### config.mk
export PLATFORM = sky130hd
export DESIGN_NAME = dual_pid_speed_drive
export DESIGN_NICKNAME = d
export VERILOG_FILES = /design/src/rtl/dpsd_pkg.sv /design/src/rtl/dpsd_div.sv /design/src/rtl/dpsd_mul.sv /design/src/rtl/dual_pid_speed_drive.sv
export SDC_FILE = /design/constraint.sdc
export NUM_CORES = 2
export LEC_CHECK = 0
export BUFFER_PORTS_ARGS = -buffer_cell sky130_fd_sc_hd__clkbuf_2
export CAP_MARGIN = 20
export CORE_ASPECT_RATIO = 1.2
export CORE_MARGIN = 8
export CORE_UTILIZATION = 33
export CTS_CLUSTER_DIAMETER = 60
export DETAILED_ROUTE_END_ITERATION = 8
export PLACE_DENSITY = 0.59
export SYNTH_ARGS = -nofsm -noshare
export SYNTH_HDL_FRONTEND = slang
export SYNTH_HIERARCHICAL = 1
export SYNTH_SLANG_ARGS = --single-unit
### constraint.sdc
create_clock -name clk -period 13.8 [get_ports clk]
set_clock_uncertainty 0.15 [all_clocks]
set_input_delay 0.69 -clock clk [delete_from_list [all_inputs] [get_ports clk]]
set_output_delay 0.69 -clock clk [all_outputs]
set_load 0.01 [all_outputs]
### src/rtl/dpsd_pkg.sv
`timescale 1ns / 1ps
`default_nettype none

package dpsd_pkg;

  // field widths
  localparam int STICK_W = 16;
  localparam int SPEED_W = 16;
  localparam int MV_W    = 15;
  localparam int GAIN_W  = 16;
  localparam int TOP_W   = 15;
  localparam int ERR_W   = 18;
  localparam int SUM_W   = 32;
  localparam int DIFF_W  = 19;

  // shared divider: |speed| << 15 over top speed
  localparam int DIV_NUM_W = 31;
  localparam int DIV_DEN_W = 15;
  localparam int DIV_CNT_W = 5;

  // shared multiplier: unsigned Q8.8 gain times signed operand, then /256
  localparam int MUL_GAIN_W = GAIN_W;
  localparam int MUL_OP_W   = 33;
  localparam int MUL_PROD_W = 48;
  localparam int MUL_Q_W    = MUL_PROD_W - 8;

  localparam int ACC_W = 42;

  // configuration port
  localparam int CFG_IDX_W  = 3;
  localparam int CFG_DATA_W = 16;

  localparam logic [CFG_IDX_W-1:0] REG_PROP_GAIN  = 3'd0;
  localparam logic [CFG_IDX_W-1:0] REG_INTEG_GAIN = 3'd1;
  localparam logic [CFG_IDX_W-1:0] REG_DERIV_GAIN = 3'd2;
  localparam logic [CFG_IDX_W-1:0] REG_LOW_TOP    = 3'd3;
  localparam logic [CFG_IDX_W-1:0] REG_HIGH_TOP   = 3'd4;
  localparam logic [CFG_IDX_W-1:0] REG_GOVERNOR   = 3'd5;
  localparam logic [CFG_IDX_W-1:0] REG_BROWNOUT   = 3'd6;
  localparam logic [CFG_IDX_W-1:0] REG_DEADBAND   = 3'd7;

  // reset values
  localparam logic [GAIN_W-1:0] PROP_GAIN_RST  = 16'd256;
  localparam logic [GAIN_W-1:0] INTEG_GAIN_RST = 16'd0;
  localparam logic [GAIN_W-1:0] DERIV_GAIN_RST = 16'd0;
  localparam logic [TOP_W-1:0]  LOW_TOP_RST    = 15'd1000;
  localparam logic [TOP_W-1:0]  HIGH_TOP_RST   = 15'd2000;
  localparam logic [14:0]       GOVERNOR_RST   = 15'd32767;
  localparam logic [MV_W-1:0]   BROWNOUT_RST   = 15'd7000;
  localparam logic [14:0]       DEADBAND_RST   = 15'd1638;
  localparam logic [MV_W-1:0]   LOWEST_MV_RST  = 15'd20000;

  // divider status toward the sequencer
  typedef struct packed {
    logic busy;
    logic done;
  } div_stat_t;

endpackage

`default_nettype wire

### src/rtl/dpsd_div.sv
`timescale 1ns / 1ps
`default_nettype none

module dpsd_div (
  input  wire                                   clk,
  input  wire                                   rst_n,
  input  wire                                   start,
  input  wire  [dpsd_pkg::DIV_NUM_W-1:0]        numer,
  input  wire  [dpsd_pkg::DIV_DEN_W-1:0]        denom,
  output dpsd_pkg::div_stat_t                   stat,
  output logic [dpsd_pkg::DIV_NUM_W-1:0]        quot
);
  import dpsd_pkg::*;

  localparam logic [DIV_CNT_W-1:0] LAST_STEP = DIV_CNT_W'(DIV_NUM_W - 1);

  logic                 busy_r;
  logic                 done_r;
  logic [DIV_CNT_W-1:0] cnt_r;
  logic [DIV_NUM_W-1:0] num_r;
  logic [DIV_DEN_W-1:0] den_r;
  logic [DIV_DEN_W-1:0] rem_r;

  logic [DIV_DEN_W:0]   trial;
  logic                 fits;
  logic [DIV_DEN_W:0]   diff;

  // restoring division, one quotient bit per cycle
  always_comb begin
    trial = {rem_r, num_r[DIV_NUM_W-1]};
    fits  = (trial >= {1'b0, den_r});
    diff  = trial - {1'b0, den_r};
  end

  always_ff @(posedge clk) begin
    if (!rst_n) begin
      busy_r <= 1'b0;
      done_r <= 1'b0;
      cnt_r  <= '0;
    end else begin
      done_r <= 1'b0;
      if (start) begin
        busy_r <= 1'b1;
        cnt_r  <= '0;
      end else if (busy_r) begin
        cnt_r <= cnt_r + 1'b1;
        if (cnt_r == LAST_STEP) begin
          busy_r <= 1'b0;
          done_r <= 1'b1;
        end
      end
    end
  end

  always_ff @(posedge clk) begin
    if (start) begin
      num_r <= numer;
      den_r <= denom;
      rem_r <= '0;
    end else if (busy_r) begin
      num_r <= {num_r[DIV_NUM_W-2:0], fits};
      rem_r <= fits ? diff[DIV_DEN_W-1:0] : trial[DIV_DEN_W-1:0];
    end
  end

  assign stat.busy = busy_r;
  assign stat.done = done_r;
  assign quot      = num_r;

endmodule

`default_nettype wire

### src/rtl/dpsd_mul.sv
`timescale 1ns / 1ps
`default_nettype none

module dpsd_mul (
  input  wire                                   clk,
  input  wire  [dpsd_pkg::MUL_GAIN_W-1:0]       gain,
  input  wire  signed [dpsd_pkg::MUL_OP_W-1:0]  op,
  output logic signed [dpsd_pkg::MUL_Q_W-1:0]   quo
);
  import dpsd_pkg::*;

  logic signed [MUL_GAIN_W+MUL_OP_W:0] prod_full;
  logic signed [MUL_PROD_W-1:0]        product_r;
  logic signed [MUL_PROD_W-1:0]        rounded;

  assign prod_full = $signed({1'b0, gain}) * op;

  always_ff @(posedge clk) begin
    product_r <= prod_full[MUL_PROD_W-1:0];
  end

  // divide by 256 truncating toward zero
  always_comb begin
    rounded = product_r + $signed({{(MUL_PROD_W-8){1'b0}}, {8{product_r[MUL_PROD_W-1]}}});
    quo     = rounded[MUL_PROD_W-1:8];
  end

endmodule

`default_nettype wire

### src/rtl/dual_pid_speed_drive.sv
`timescale 1ns / 1ps
`default_nettype none

// two-channel pid speed loop with speed feedforward, one control tick per word
// input channel: in_valid / in_stall carries both sticks, both encoder rates,
//   the battery voltage and the gear; in_stall is high while a tick is in work
// output channel: out_valid / out_stall carries both drive commands (negated),
//   the lowest battery voltage seen and the brownout flag
// config channel: cfg_valid / cfg_ready, cfg_index picks a register, cfg_data
//   holds the value; cfg_ready is always high, write only while idle
// each side runs the 31-step shared divider for the speed fraction, then
//   three passes through the shared multiplier (p, i, d), an accumulate and
//   a limit step
// a new word is taken only once both sides are done and the result is loaded
// a finished result sits in the output register, so the next word is taken
//   while the receiver stalls; a further finished result waits until the
//   output register empties
// reset: gains and limits return to their defaults, both error sums and last
//   errors clear, the lowest voltage restarts at 20000 mv

module dual_pid_speed_drive (
  input  wire                                   clk,
  input  wire                                   rst_n,
  // input channel
  input  wire                                   in_valid,
  output logic                                  in_stall,
  input  wire  signed [dpsd_pkg::STICK_W-1:0]   in_right_stick,
  input  wire  signed [dpsd_pkg::STICK_W-1:0]   in_left_stick,
  input  wire  signed [dpsd_pkg::SPEED_W-1:0]   in_right_speed,
  input  wire  signed [dpsd_pkg::SPEED_W-1:0]   in_left_speed,
  input  wire  [dpsd_pkg::MV_W-1:0]             in_battery_mv,
  input  wire                                   in_gear_high,
  // result channel
  output logic                                  out_valid,
  input  wire                                   out_stall,
  output logic signed [dpsd_pkg::STICK_W-1:0]   out_right_drive,
  output logic signed [dpsd_pkg::STICK_W-1:0]   out_left_drive,
  output logic [dpsd_pkg::MV_W-1:0]             out_lowest_mv,
  output logic                                  out_brownout,
  // configuration
  input  wire                                   cfg_valid,
  output logic                                  cfg_ready,
  input  wire  [dpsd_pkg::CFG_IDX_W-1:0]        cfg_index,
  input  wire  [dpsd_pkg::CFG_DATA_W-1:0]       cfg_data
);
  import dpsd_pkg::*;

  localparam logic [3:0] ST_IDLE    = 4'd0;
  localparam logic [3:0] ST_DIV_GO  = 4'd1;
  localparam logic [3:0] ST_DIV_RUN = 4'd2;
  localparam logic [3:0] ST_MUL_P   = 4'd3;
  localparam logic [3:0] ST_MUL_I   = 4'd4;
  localparam logic [3:0] ST_MUL_D   = 4'd5;
  localparam logic [3:0] ST_ACC_D   = 4'd6;
  localparam logic [3:0] ST_LIMIT   = 4'd7;
  localparam logic [3:0] ST_DONE    = 4'd8;

  // config registers
  logic [GAIN_W-1:0] prop_gain_r, integ_gain_r, deriv_gain_r;
  logic [TOP_W-1:0]  low_top_r, high_top_r;
  logic [14:0]       governor_r;
  logic [MV_W-1:0]   brownout_mv_r;
  logic [14:0]       deadband_r;

  // loop state
  logic signed [SUM_W-1:0] sum_r  [2];
  logic signed [ERR_W-1:0] last_r [2];
  logic [MV_W-1:0]         lowest_r;

  // sequencer
  logic [3:0] state_r, state_nxt;
  logic       side_r;
  logic       out_valid_r;

  // latched tick
  logic signed [STICK_W-1:0] stick_r [2];
  logic signed [SPEED_W-1:0] speed_r [2];
  logic [TOP_W-1:0]          top_r;
  logic                      gear_r;
  logic                      brown_r;

  // per-side working values
  logic signed [ERR_W-1:0]   e_r;
  logic signed [DIFF_W-1:0]  diff_r;
  logic signed [ACC_W-1:0]   acc_r;
  logic signed [STICK_W-1:0] drive_r [2];

  // output payload
  logic signed [STICK_W-1:0] out_right_r, out_left_r;
  logic [MV_W-1:0]           out_lowest_r;
  logic                      out_brown_r;

  logic in_acc, cfg_wr, out_load;
  logic brown_now;
  logic signed [STICK_W-1:0] rs_shaped, ls_shaped;

  function automatic logic signed [STICK_W-1:0] shape_stick(
    input logic signed [STICK_W-1:0] s,
    input logic [14:0]               db,
    input logic                      half
  );
    logic signed [STICK_W:0]   sx;
    logic [STICK_W:0]          mag;
    logic signed [STICK_W-1:0] z;
    sx  = {s[STICK_W-1], s};
    mag = (sx < 0) ? $unsigned(-sx) : $unsigned(sx);
    z   = (mag < {2'b00, db}) ? '0 : s;
    if (half) begin
      z = z >>> 1;
    end
    return z;
  endfunction

  assign in_stall  = (state_r != ST_IDLE);
  assign in_acc    = in_valid && !in_stall;
  assign cfg_ready = 1'b1;
  assign cfg_wr    = cfg_valid && cfg_ready;

  // stick shaping: deadband to zero, then halve on low battery
  assign brown_now = (in_battery_mv < brownout_mv_r);
  assign rs_shaped = shape_stick(in_right_stick, deadband_r, brown_now);
  assign ls_shaped = shape_stick(in_left_stick, deadband_r, brown_now);

  // divider: |speed| << 15 over top speed
  logic signed [SPEED_W-1:0]   cur_speed;
  logic signed [STICK_W-1:0]   cur_stick;
  logic signed [SPEED_W:0]     speed_x;
  logic [SPEED_W-1:0]          speed_mag;
  logic [DIV_NUM_W-1:0]        div_numer;
  logic [DIV_NUM_W-1:0]        div_quot;
  div_stat_t                   div_stat;

  assign cur_speed = speed_r[side_r];
  assign cur_stick = stick_r[side_r];
  assign speed_x   = {cur_speed[SPEED_W-1], cur_speed};
  assign speed_mag = (speed_x < 0) ? SPEED_W'($unsigned(-speed_x)) : SPEED_W'($unsigned(speed_x));
  assign div_numer = {speed_mag, 15'd0};

  dpsd_div u_div (
    .clk   (clk),
    .rst_n (rst_n),
    .start (state_r == ST_DIV_GO),
    .numer (div_numer),
    .denom (top_r),
    .stat  (div_stat),
    .quot  (div_quot)
  );

  // speed fraction, error, integrator and derivative difference
  logic                      f_neg;
  logic [16:0]               f_mag;
  logic signed [ERR_W-1:0]   f_val;
  logic signed [ERR_W:0]     e_wide;
  logic signed [ERR_W-1:0]   e_val;
  logic signed [SUM_W:0]     sum_wide;
  logic signed [SUM_W-1:0]   sum_sat;
  logic signed [DIFF_W-1:0]  diff_val;

  always_comb begin
    f_neg = cur_speed[SPEED_W-1];
    if (f_neg) begin
      f_mag = (div_quot > 31'd65536) ? 17'd65536 : div_quot[16:0];
    end else begin
      f_mag = (div_quot > 31'd65535) ? 17'd65535 : div_quot[16:0];
    end
    f_val    = f_neg ? -$signed({1'b0, f_mag}) : $signed({1'b0, f_mag});
    e_wide   = -$signed({{3{cur_stick[STICK_W-1]}}, cur_stick}) - $signed({f_val[ERR_W-1], f_val});
    e_val    = e_wide[ERR_W-1:0];
    sum_wide = $signed({sum_r[side_r][SUM_W-1], sum_r[side_r]})
             + $signed({{(SUM_W-ERR_W+1){e_val[ERR_W-1]}}, e_val});
    if (sum_wide[SUM_W] != sum_wide[SUM_W-1]) begin
      sum_sat = sum_wide[SUM_W] ? $signed({1'b1, {(SUM_W-1){1'b0}}})
                                : $signed({1'b0, {(SUM_W-1){1'b1}}});
    end else begin
      sum_sat = sum_wide[SUM_W-1:0];
    end
    diff_val = $signed({e_val[ERR_W-1], e_val}) - $signed({last_r[side_r][ERR_W-1], last_r[side_r]});
  end

  // shared multiplier, operands picked by step
  logic [MUL_GAIN_W-1:0]       mul_gain;
  logic signed [MUL_OP_W-1:0]  mul_op;
  logic signed [MUL_Q_W-1:0]   mul_quo;
  logic signed [ACC_W-1:0]     acc_sum;

  always_comb begin
    case (state_r)
      ST_MUL_I: begin
        mul_gain = integ_gain_r;
        mul_op   = {sum_r[side_r][SUM_W-1], sum_r[side_r]};
      end
      ST_MUL_D: begin
        mul_gain = deriv_gain_r;
        mul_op   = {{(MUL_OP_W-DIFF_W){diff_r[DIFF_W-1]}}, diff_r};
      end
      default: begin
        mul_gain = prop_gain_r;
        mul_op   = {{(MUL_OP_W-ERR_W){e_r[ERR_W-1]}}, e_r};
      end
    endcase
  end

  dpsd_mul u_mul (
    .clk  (clk),
    .gain (mul_gain),
    .op   (mul_op),
    .quo  (mul_quo)
  );

  assign acc_sum = acc_r + $signed({{(ACC_W-MUL_Q_W){mul_quo[MUL_Q_W-1]}}, mul_quo});

  // limiting: governor on overrange, low gear clamp, negate and saturate
  logic                      c_big;
  logic signed [16:0]        gov_x;
  logic signed [16:0]        c1, c2, c1_mag, drv_x;
  logic signed [STICK_W-1:0] drive_val;

  always_comb begin
    gov_x  = $signed({2'b00, governor_r});
    c_big  = (acc_r > 42'sd32768) || (acc_r < -42'sd32768);
    c1     = c_big ? ((acc_r < 0) ? -gov_x : gov_x) : acc_r[16:0];
    c1_mag = (c1 < 0) ? -c1 : c1;
    c2     = (!gear_r && (c1_mag > gov_x)) ? ((c1 < 0) ? -gov_x : gov_x) : c1;
    drv_x  = -c2;
    drive_val = (drv_x > 17'sd32767) ? 16'sh7fff : drv_x[STICK_W-1:0];
  end

  // sequencer
  always_comb begin
    state_nxt = state_r;
    case (state_r)
      ST_IDLE:    if (in_acc) state_nxt = ST_DIV_GO;
      ST_DIV_GO:  state_nxt = ST_DIV_RUN;
      ST_DIV_RUN: if (div_stat.done) state_nxt = ST_MUL_P;
      ST_MUL_P:   state_nxt = ST_MUL_I;
      ST_MUL_I:   state_nxt = ST_MUL_D;
      ST_MUL_D:   state_nxt = ST_ACC_D;
      ST_ACC_D:   state_nxt = ST_LIMIT;
      ST_LIMIT:   state_nxt = side_r ? ST_DONE : ST_DIV_GO;
      ST_DONE:    if (out_load) state_nxt = ST_IDLE;
      default:    state_nxt = ST_IDLE;
    endcase
  end

  assign out_load = (state_r == ST_DONE) && (!out_valid_r || !out_stall);

  // control and state registers
  always_ff @(posedge clk) begin
    if (!rst_n) begin
      state_r       <= ST_IDLE;
      side_r        <= 1'b0;
      out_valid_r   <= 1'b0;
      prop_gain_r   <= PROP_GAIN_RST;
      integ_gain_r  <= INTEG_GAIN_RST;
      deriv_gain_r  <= DERIV_GAIN_RST;
      low_top_r     <= LOW_TOP_RST;
      high_top_r    <= HIGH_TOP_RST;
      governor_r    <= GOVERNOR_RST;
      brownout_mv_r <= BROWNOUT_RST;
      deadband_r    <= DEADBAND_RST;
      sum_r[0]      <= '0;
      sum_r[1]      <= '0;
      last_r[0]     <= '0;
      last_r[1]     <= '0;
      lowest_r      <= LOWEST_MV_RST;
    end else begin
      state_r <= state_nxt;

      if (cfg_wr) begin
        case (cfg_index)
          REG_PROP_GAIN:  prop_gain_r   <= cfg_data;
          REG_INTEG_GAIN: integ_gain_r  <= cfg_data;
          REG_DERIV_GAIN: deriv_gain_r  <= cfg_data;
          REG_LOW_TOP:    low_top_r     <= cfg_data[TOP_W-1:0];
          REG_HIGH_TOP:   high_top_r    <= cfg_data[TOP_W-1:0];
          REG_GOVERNOR:   governor_r    <= cfg_data[14:0];
          REG_BROWNOUT:   brownout_mv_r <= cfg_data[MV_W-1:0];
          REG_DEADBAND:   deadband_r    <= cfg_data[14:0];
          default: ;
        endcase
      end

      if (in_acc) begin
        side_r <= 1'b0;
        if (in_battery_mv < lowest_r) begin
          lowest_r <= in_battery_mv;
        end
      end else if (state_r == ST_LIMIT) begin
        side_r <= 1'b1;
      end

      // integrator and last error update once the error is known
      if (state_r == ST_DIV_RUN && div_stat.done) begin
        sum_r[side_r]  <= sum_sat;
        last_r[side_r] <= e_val;
      end

      if (out_load) begin
        out_valid_r <= 1'b1;
      end else if (!out_stall) begin
        out_valid_r <= 1'b0;
      end
    end
  end

  // payload registers
  always_ff @(posedge clk) begin
    if (in_acc) begin
      stick_r[0] <= rs_shaped;
      stick_r[1] <= ls_shaped;
      speed_r[0] <= in_right_speed;
      speed_r[1] <= in_left_speed;
      gear_r     <= in_gear_high;
      brown_r    <= brown_now;
      // zero top speed counts as one
      if (in_gear_high) begin
        top_r <= (high_top_r == '0) ? TOP_W'(1) : high_top_r;
      end else begin
        top_r <= (low_top_r == '0) ? TOP_W'(1) : low_top_r;
      end
    end

    case (state_r)
      ST_DIV_RUN: begin
        if (div_stat.done) begin
          e_r    <= e_val;
          diff_r <= diff_val;
          acc_r  <= {{(ACC_W-ERR_W){f_val[ERR_W-1]}}, f_val};
        end
      end
      ST_MUL_I, ST_MUL_D, ST_ACC_D: acc_r <= acc_sum;
      ST_LIMIT: drive_r[side_r] <= drive_val;
      default: ;
    endcase

    if (out_load) begin
      out_right_r  <= drive_r[0];
      out_left_r   <= drive_r[1];
      out_lowest_r <= lowest_r;
      out_brown_r  <= brown_r;
    end
  end

  assign out_valid       = out_valid_r;
  assign out_right_drive = out_right_r;
  assign out_left_drive  = out_left_r;
  assign out_lowest_mv   = out_lowest_r;
  assign out_brownout    = out_brown_r;

  // an accepted word always starts the right side division
  a_accept_starts: assert property (@(posedge clk) disable iff (!rst_n)
    in_acc |=> (state_r == ST_DIV_GO) && !side_r)
    else $error("accepted word did not start the right side");

  // divider results only come back while the sequencer waits for them
  a_div_done_run: assert property (@(posedge clk) disable iff (!rst_n)
    div_stat.done |-> (state_r == ST_DIV_RUN))
    else $error("divider finished outside its wait step");

  // the divider is never restarted while still busy
  a_div_no_restart: assert property (@(posedge clk) disable iff (!rst_n)
    (state_r == ST_DIV_GO) |-> !div_stat.busy)
    else $error("divider restarted while busy");

  // left side limit step hands over to the result step
  a_left_to_done: assert property (@(posedge clk) disable iff (!rst_n)
    (state_r == ST_LIMIT) && side_r |=> (state_r == ST_DONE))
    else $error("left side did not finish into the result step");

  // a free output register is loaded right away
  a_done_loads: assert property (@(posedge clk) disable iff (!rst_n)
    (state_r == ST_DONE) && !out_valid_r |=> out_valid_r && (state_r == ST_IDLE))
    else $error("result not loaded into a free output register");

endmodule

`default_nettype wire
## Yosys cells after proc, flatten, opt, wreduce, memory -nomap -nowiden

Memories as Yosys holds them, arrays and structs flattened. A register that Yosys moved wholly into a read port is not among the register bits.
Index checks and enable logic that the tools add are counted.

| operators by class | value |
|---|---|
| add/subtract/negate cells | 16 |
| multiply operators | 1 |
| divide/modulo/power cells | 0 |
| $lt $le $gt $ge | 16 |
| equality and inequality tests | 21 |
| shift operators | 0 |
| muxes and demuxes | 62 |
| bitwise gates (word level) | 2 |
| reduce and logical (&&, ||, !) cells | 35 |

Operator list:

| cell | count |
|---|---|
| 2-to-1 mux 17 bit | 10 |
| 2-to-1 mux 32 bit | 3 |
| 2-to-1 mux 15 bit | 6 |
| one-hot mux 42 bit (2 select lines) | 1 |
| one-hot mux 33 bit (2 select lines) | 1 |
| 2-to-1 mux 16 bit | 4 |
| 2-to-1 mux 31 bit | 2 |
| adder 48 x 9 -> 48 bit | 1 |
| less-than comparator 16 x 1 -> 1 bit, second input constant | 3 |
| multiplier 17 x 33 -> 48 bit | 1 |
| adder 42 x 40 -> 42 bit | 1 |
| greater-than comparator 42 x 17 -> 1 bit, second input constant | 1 |
| less-than comparator 42 x 1 -> 1 bit, second input constant | 1 |
| less-than comparator 42 x 16 -> 1 bit, second input constant | 1 |
| 2-to-1 mux 42 bit | 1 |
| 2-to-1 mux 18 bit | 2 |
| one-hot mux 4 bit (9 select lines) | 1 |
| less-than comparator 17 x 15 -> 1 bit | 2 |
| negation 15 -> 17 bit | 2 |
| negation 16 -> 17 bit | 2 |
| negation 17 bit | 2 |
| adder 32 x 18 -> 33 bit | 1 |
| one-hot mux 16 bit (2 select lines) | 1 |
| OR reduction 32 bit | 1 |
| 41 further kinds | 102 |

| word-level totals | value |
|---|---|
| flip-flop bits (word level) | 372 |
| bits in latches | 0 |
| RAM bits | 196 |
| bits in read-only memories | 0 |
| input port bits | 104 |
| output and inout port bits | 51 |
| word-level logic and storage cells | 186 |
| memories kept | 5 |

Memories:

| memory | depth | bits a word | rd ports | clocked after memory_dff | wr ports | line | RTL |
|---|---|---|---|---|---|---|---|
| sum_r | 2 | 32 | 1 | 1 | 2 | dual_pid_speed_drive.sv:66 | `logic signed [SUM_W-1:0] sum_r [2];` |
| last_r | 2 | 18 | 1 | 1 | 2 | dual_pid_speed_drive.sv:67 | `logic signed [ERR_W-1:0] last_r [2];` |
| drive_r | 2 | 16 | 2 | 2 | 1 | dual_pid_speed_drive.sv:86 | `logic signed [STICK_W-1:0] drive_r [2];` |
| speed_r | 2 | 16 | 1 | 1 | 2 | dual_pid_speed_drive.sv:77 | `logic signed [SPEED_W-1:0] speed_r [2];` |
| stick_r | 2 | 16 | 1 | 1 | 2 | dual_pid_speed_drive.sv:76 | `logic signed [STICK_W-1:0] stick_r [2];` |

## Depth between registers and ports, before layout

| logic depth | value |
|---|---|
| depth in word-level cells | 11 |
| gate-level depth with buffers | 40 |
| depth with buffers taken out | 38 |

## By module

Netlist, hierarchy kept.

Modules (own cells, without submodules):

| module | instances | cells an instance | area an instance (um^2) | seq. area each (um^2) |
|---|---|---|---|---|
| dual_pid_speed_drive | 1 | 3065 | 29752.3 | 13112.6 |
| dpsd_mul | 1 | 2264 | 20079.3 | 960.9 |
| dpsd_div | 1 | 313 | 3590.9 | 1821.7 |

## Worst setup path after synthesis

Ideal clock, no wire load.

| path | value |
|---|---|
| kind | register to register |
| start | reg with a tool-made name |
| end | mem sum_r[0][23] (data pin) |
| library setup time | 0.152 ns |
| arrival | 9.241 ns |
| required time | 13.498 ns |
| setup slack | 4.256 ns |
| cell stages (with the launch flop) | 38 |
| path buffers | 7 |
| clock period less this slack | 9.544 ns |
| cells stage by stage | dfxtp_1 clkbuf_1 buf_1 buf_1 clkbuf_1 clkbuf_1 clkbuf_1 mux2_2 ha_1 inv_1 ha_1 fa_1 a21o_1 a21oi_1 o21bai_1 a21oi_1 o21bai_1 a21oi_1 (+2 left out) o311ai_0 a21oi_1 xnor2_1 inv_1 ha_1 a21o_1 a21o_1 a21o_1 a21o_1 a21o_1 a32o_1 o31ai_1 o21ai_0 xnor2_1 nor3_1 nand2b_1 clkbuf_1 o21ai_0 |

RTL lines:

| item | line |
|---|---|
| to (decl) | dual_pid_speed_drive.sv:66 |

==> results by group <==
Global route
  – Antenna violations before repair: 2
  – GRT overflow: 0
  – Largest net degree at the start of global routing: 80
  – First-pass GRT wire length: 233000 um
  – Vias in the first global route: 41686
  – GR peak layer: met2
  – Met2 Usage GRT: 29.6%
  – GR Util met1: 19.8%
  – Gr usage total: 16.6%
  – Met3 GRT Util: 2.04%

Timing
  – Final setup violating endpoints: 0
  – Relative slew slack: roughly a fifth
  – Unrepaired setup endpoints after global routing: false
  – Hold WS: 62.4 ps
  – Slew @ Worst Pin: 1190 ps
  – Final count of hold timing violations: 0
  – Achievable frequency: around 86 MHz
  – Period minus WS final: 11560 ps
  – Setup Total Neg Slack: 0 ps
  – Slew Viols, Final: 0
  – Crit share post-route: approximately 84%

Synth
  – Syn. warnings: 6
  – Synth Instances: 5641
  – Mapped cell area: 0.0534 mm2
  – Mean Syn Cell Area: 9.47 um2

Final layout
  – Multi-input logic area: 0.0340 mm2
  – Seq. cell area: 0.0159 mm2
  – # fillers: approximately 16000
  – Final Instance Count excl. Fillers: 7877
  – Area grow syn2layout: 10.9%
  – Final #Nets: roughly 6600
  – Fraction of layout cells with a size suffix above 1: 9.29%

Floorplanning
  – Die Ht: 457 um
  – Die ar.: 0.175 mm2
  – Initial Util: 33.3%
  – Num rows: 161
  – Die W: 383 um
  – I/O pins: 155
  – Core ar.: 0.161 mm2

Setup path
  – Crit path kind: register to register
  – CP arrival: 11790 ps
  – Max stage delay on crit path: 790 ps
  – CP Launch Type: register
  – R2R setup slack: 2240 ps
  – Worst EP required: 14030 ps
  – Crit. Startpoint: u_div/quot[7]
  – Worst R2R Start: u_div/quot[7]
  – Crit path top cell by count: a21o_1
  – Crit. End Element: register
  – Crit-path slowest cell: a2111oi_0
  – CP max FO: 24

Detailed routing
  – Residual DRC: 0
  – Router iterations before antenna repair: 5
  – Final ANT Viol Nets: 0
  – DR iter-0 viols: 2325
  – Overall via count from detail_route: about 40000
  – DRT Wirelength: between 100000 and 150000 um
  – Routed vias/inst: 5.06
  – Drt wl/cell: 18.6 um

Clock network
  – CTS HTree Levels: 3
  – CTS root buffer: clkbuf_16
  – Max clock buf depth: 3
  – Gates resized, CTS repair: 0
  – CTS tree: yes
  – Worst-Skew Late Latency: 680 ps
  – TritonCTS Sinks: 601
  – Clock buffer count from CTS: 71
  – Cts hold-fix bufs: 20
  – Worst-path clk slew: roughly 60 ps
  – Setup Buffers After CTS: 0

Placement
  – PortBufs: 153
  – Post-DP HPWL: approximately 110000 um
  – Routability congestion estimate: 0.873
  – Cells after DPL: roughly 7700

Power and ir drop
  – PD cells: ~120 mW/mm2
  – Leakage: 25.5 nW
  – Max IR drop VDD: 0.107 mV

Min path
  – Hold Crit Class: primary input to register
  – HP Start: in_right_speed[10]

Job
  – Max Cap Violations: 0

Run status
  – Status: finished clean
[placed cells by master (no fill, tap or decap), drive strengths merged, types with 29 or more instances in the layout]
cell type / count
o211ai: 50
a21o: 108
edfxtp: 386
nor3: 53
nand3: 84
nand2b: 44
and2: 265
or3: 29
buf: 66
nor4: 37
o31ai: 48
xnor2: 192
a31oi: 31
o21ai: 215
nand2: 748
mux2i: 127
xor2: 89
a21oi: 204
clkbuf: 233
dfxtp: 215
nand4: 39
inv: 760
nor2: 299
ha: 341
a21boi: 93
mux2: 88
nor2b: 53
fa: 496
[metrics by stage]
stage                     worst slack, ps  power, mW  util, %  cell area, um2
after floorplan                      4260       4.57        -           53500
after global placement               2590       5.32     35.3           56600
after detailed placement             2420       5.37     35.3           56700
after CTS                            2350       7.32     36.9           59200
after global routing                 1370       7.76     36.9           59200
final                                2240       7.25     36.9           59200
[final timing paths]
path                                      endpoint  cells past startpoint
worst max register to register        sum_r[1][13]                     38
worst min-delay path                speed_r[0][10]                      1
worst max-delay path                  sum_r[1][13]                     38
worst min register to register  out_right_drive[6]                      0
[flip-flops by register name, summed over array words and instances (netlist names), 16 cells and up, named ones only]
name             count
u_div/quot          31
stick_r             32
diff_r              19
drive_r             32
e_r                 18
last_r              36
out_left_drive      16
out_right_drive     16
u_mul/product_r     48
integ_gain_r        16
sum_r               64
deriv_gain_r        16
acc_r               42
speed_r             32
prop_gain_r         16
[metal layers]
| metal | part of all wire, % | vias up |
|---|---|---|
| met4 | 5.2 | 0 |
| met2 | 50 | 906 |
| met1 | 41 | 19786 |
| met5 | 0 | - |
| li1 | - | 18873 |
| met3 | 4.3 | 273 |
[critical path, delay by kind of cell (launching register included)]
| family | cells | cell delay (ps) |
|---|---|---|
| xor+xnor | 2 | 840 |
| buf+inv | 2 | 440 |
| flops | 1 | 440 |
| fa+ha+maj | 5 | 1780 |
| compound gates | 23 | 5440 |
| simple gates | 6 | 2150 |
[layout make-up]
class                   instances  area share, %
multi-input cells            4045           57.5
flip-flops and latches        601           26.8
inverters                     746           4.73
well taps                    2119           4.48
clock buffers                  81           3.15
repair buffers                238           2.49
clock inverters                45          0.811
diodes                          2        0.00845
[power by group]
group | switching, mW | internal, mW | total [mW] | leakage (nW)
Clock | 0.827 | 1.07 | 1.90 | 1.16
Sequential | 0.140 | 2.15 | 2.29 | 5.34
Combinational | 1.85 | 1.21 | 3.06 | 19.0
No activity file was read; power rests on OpenSTA's default activity.
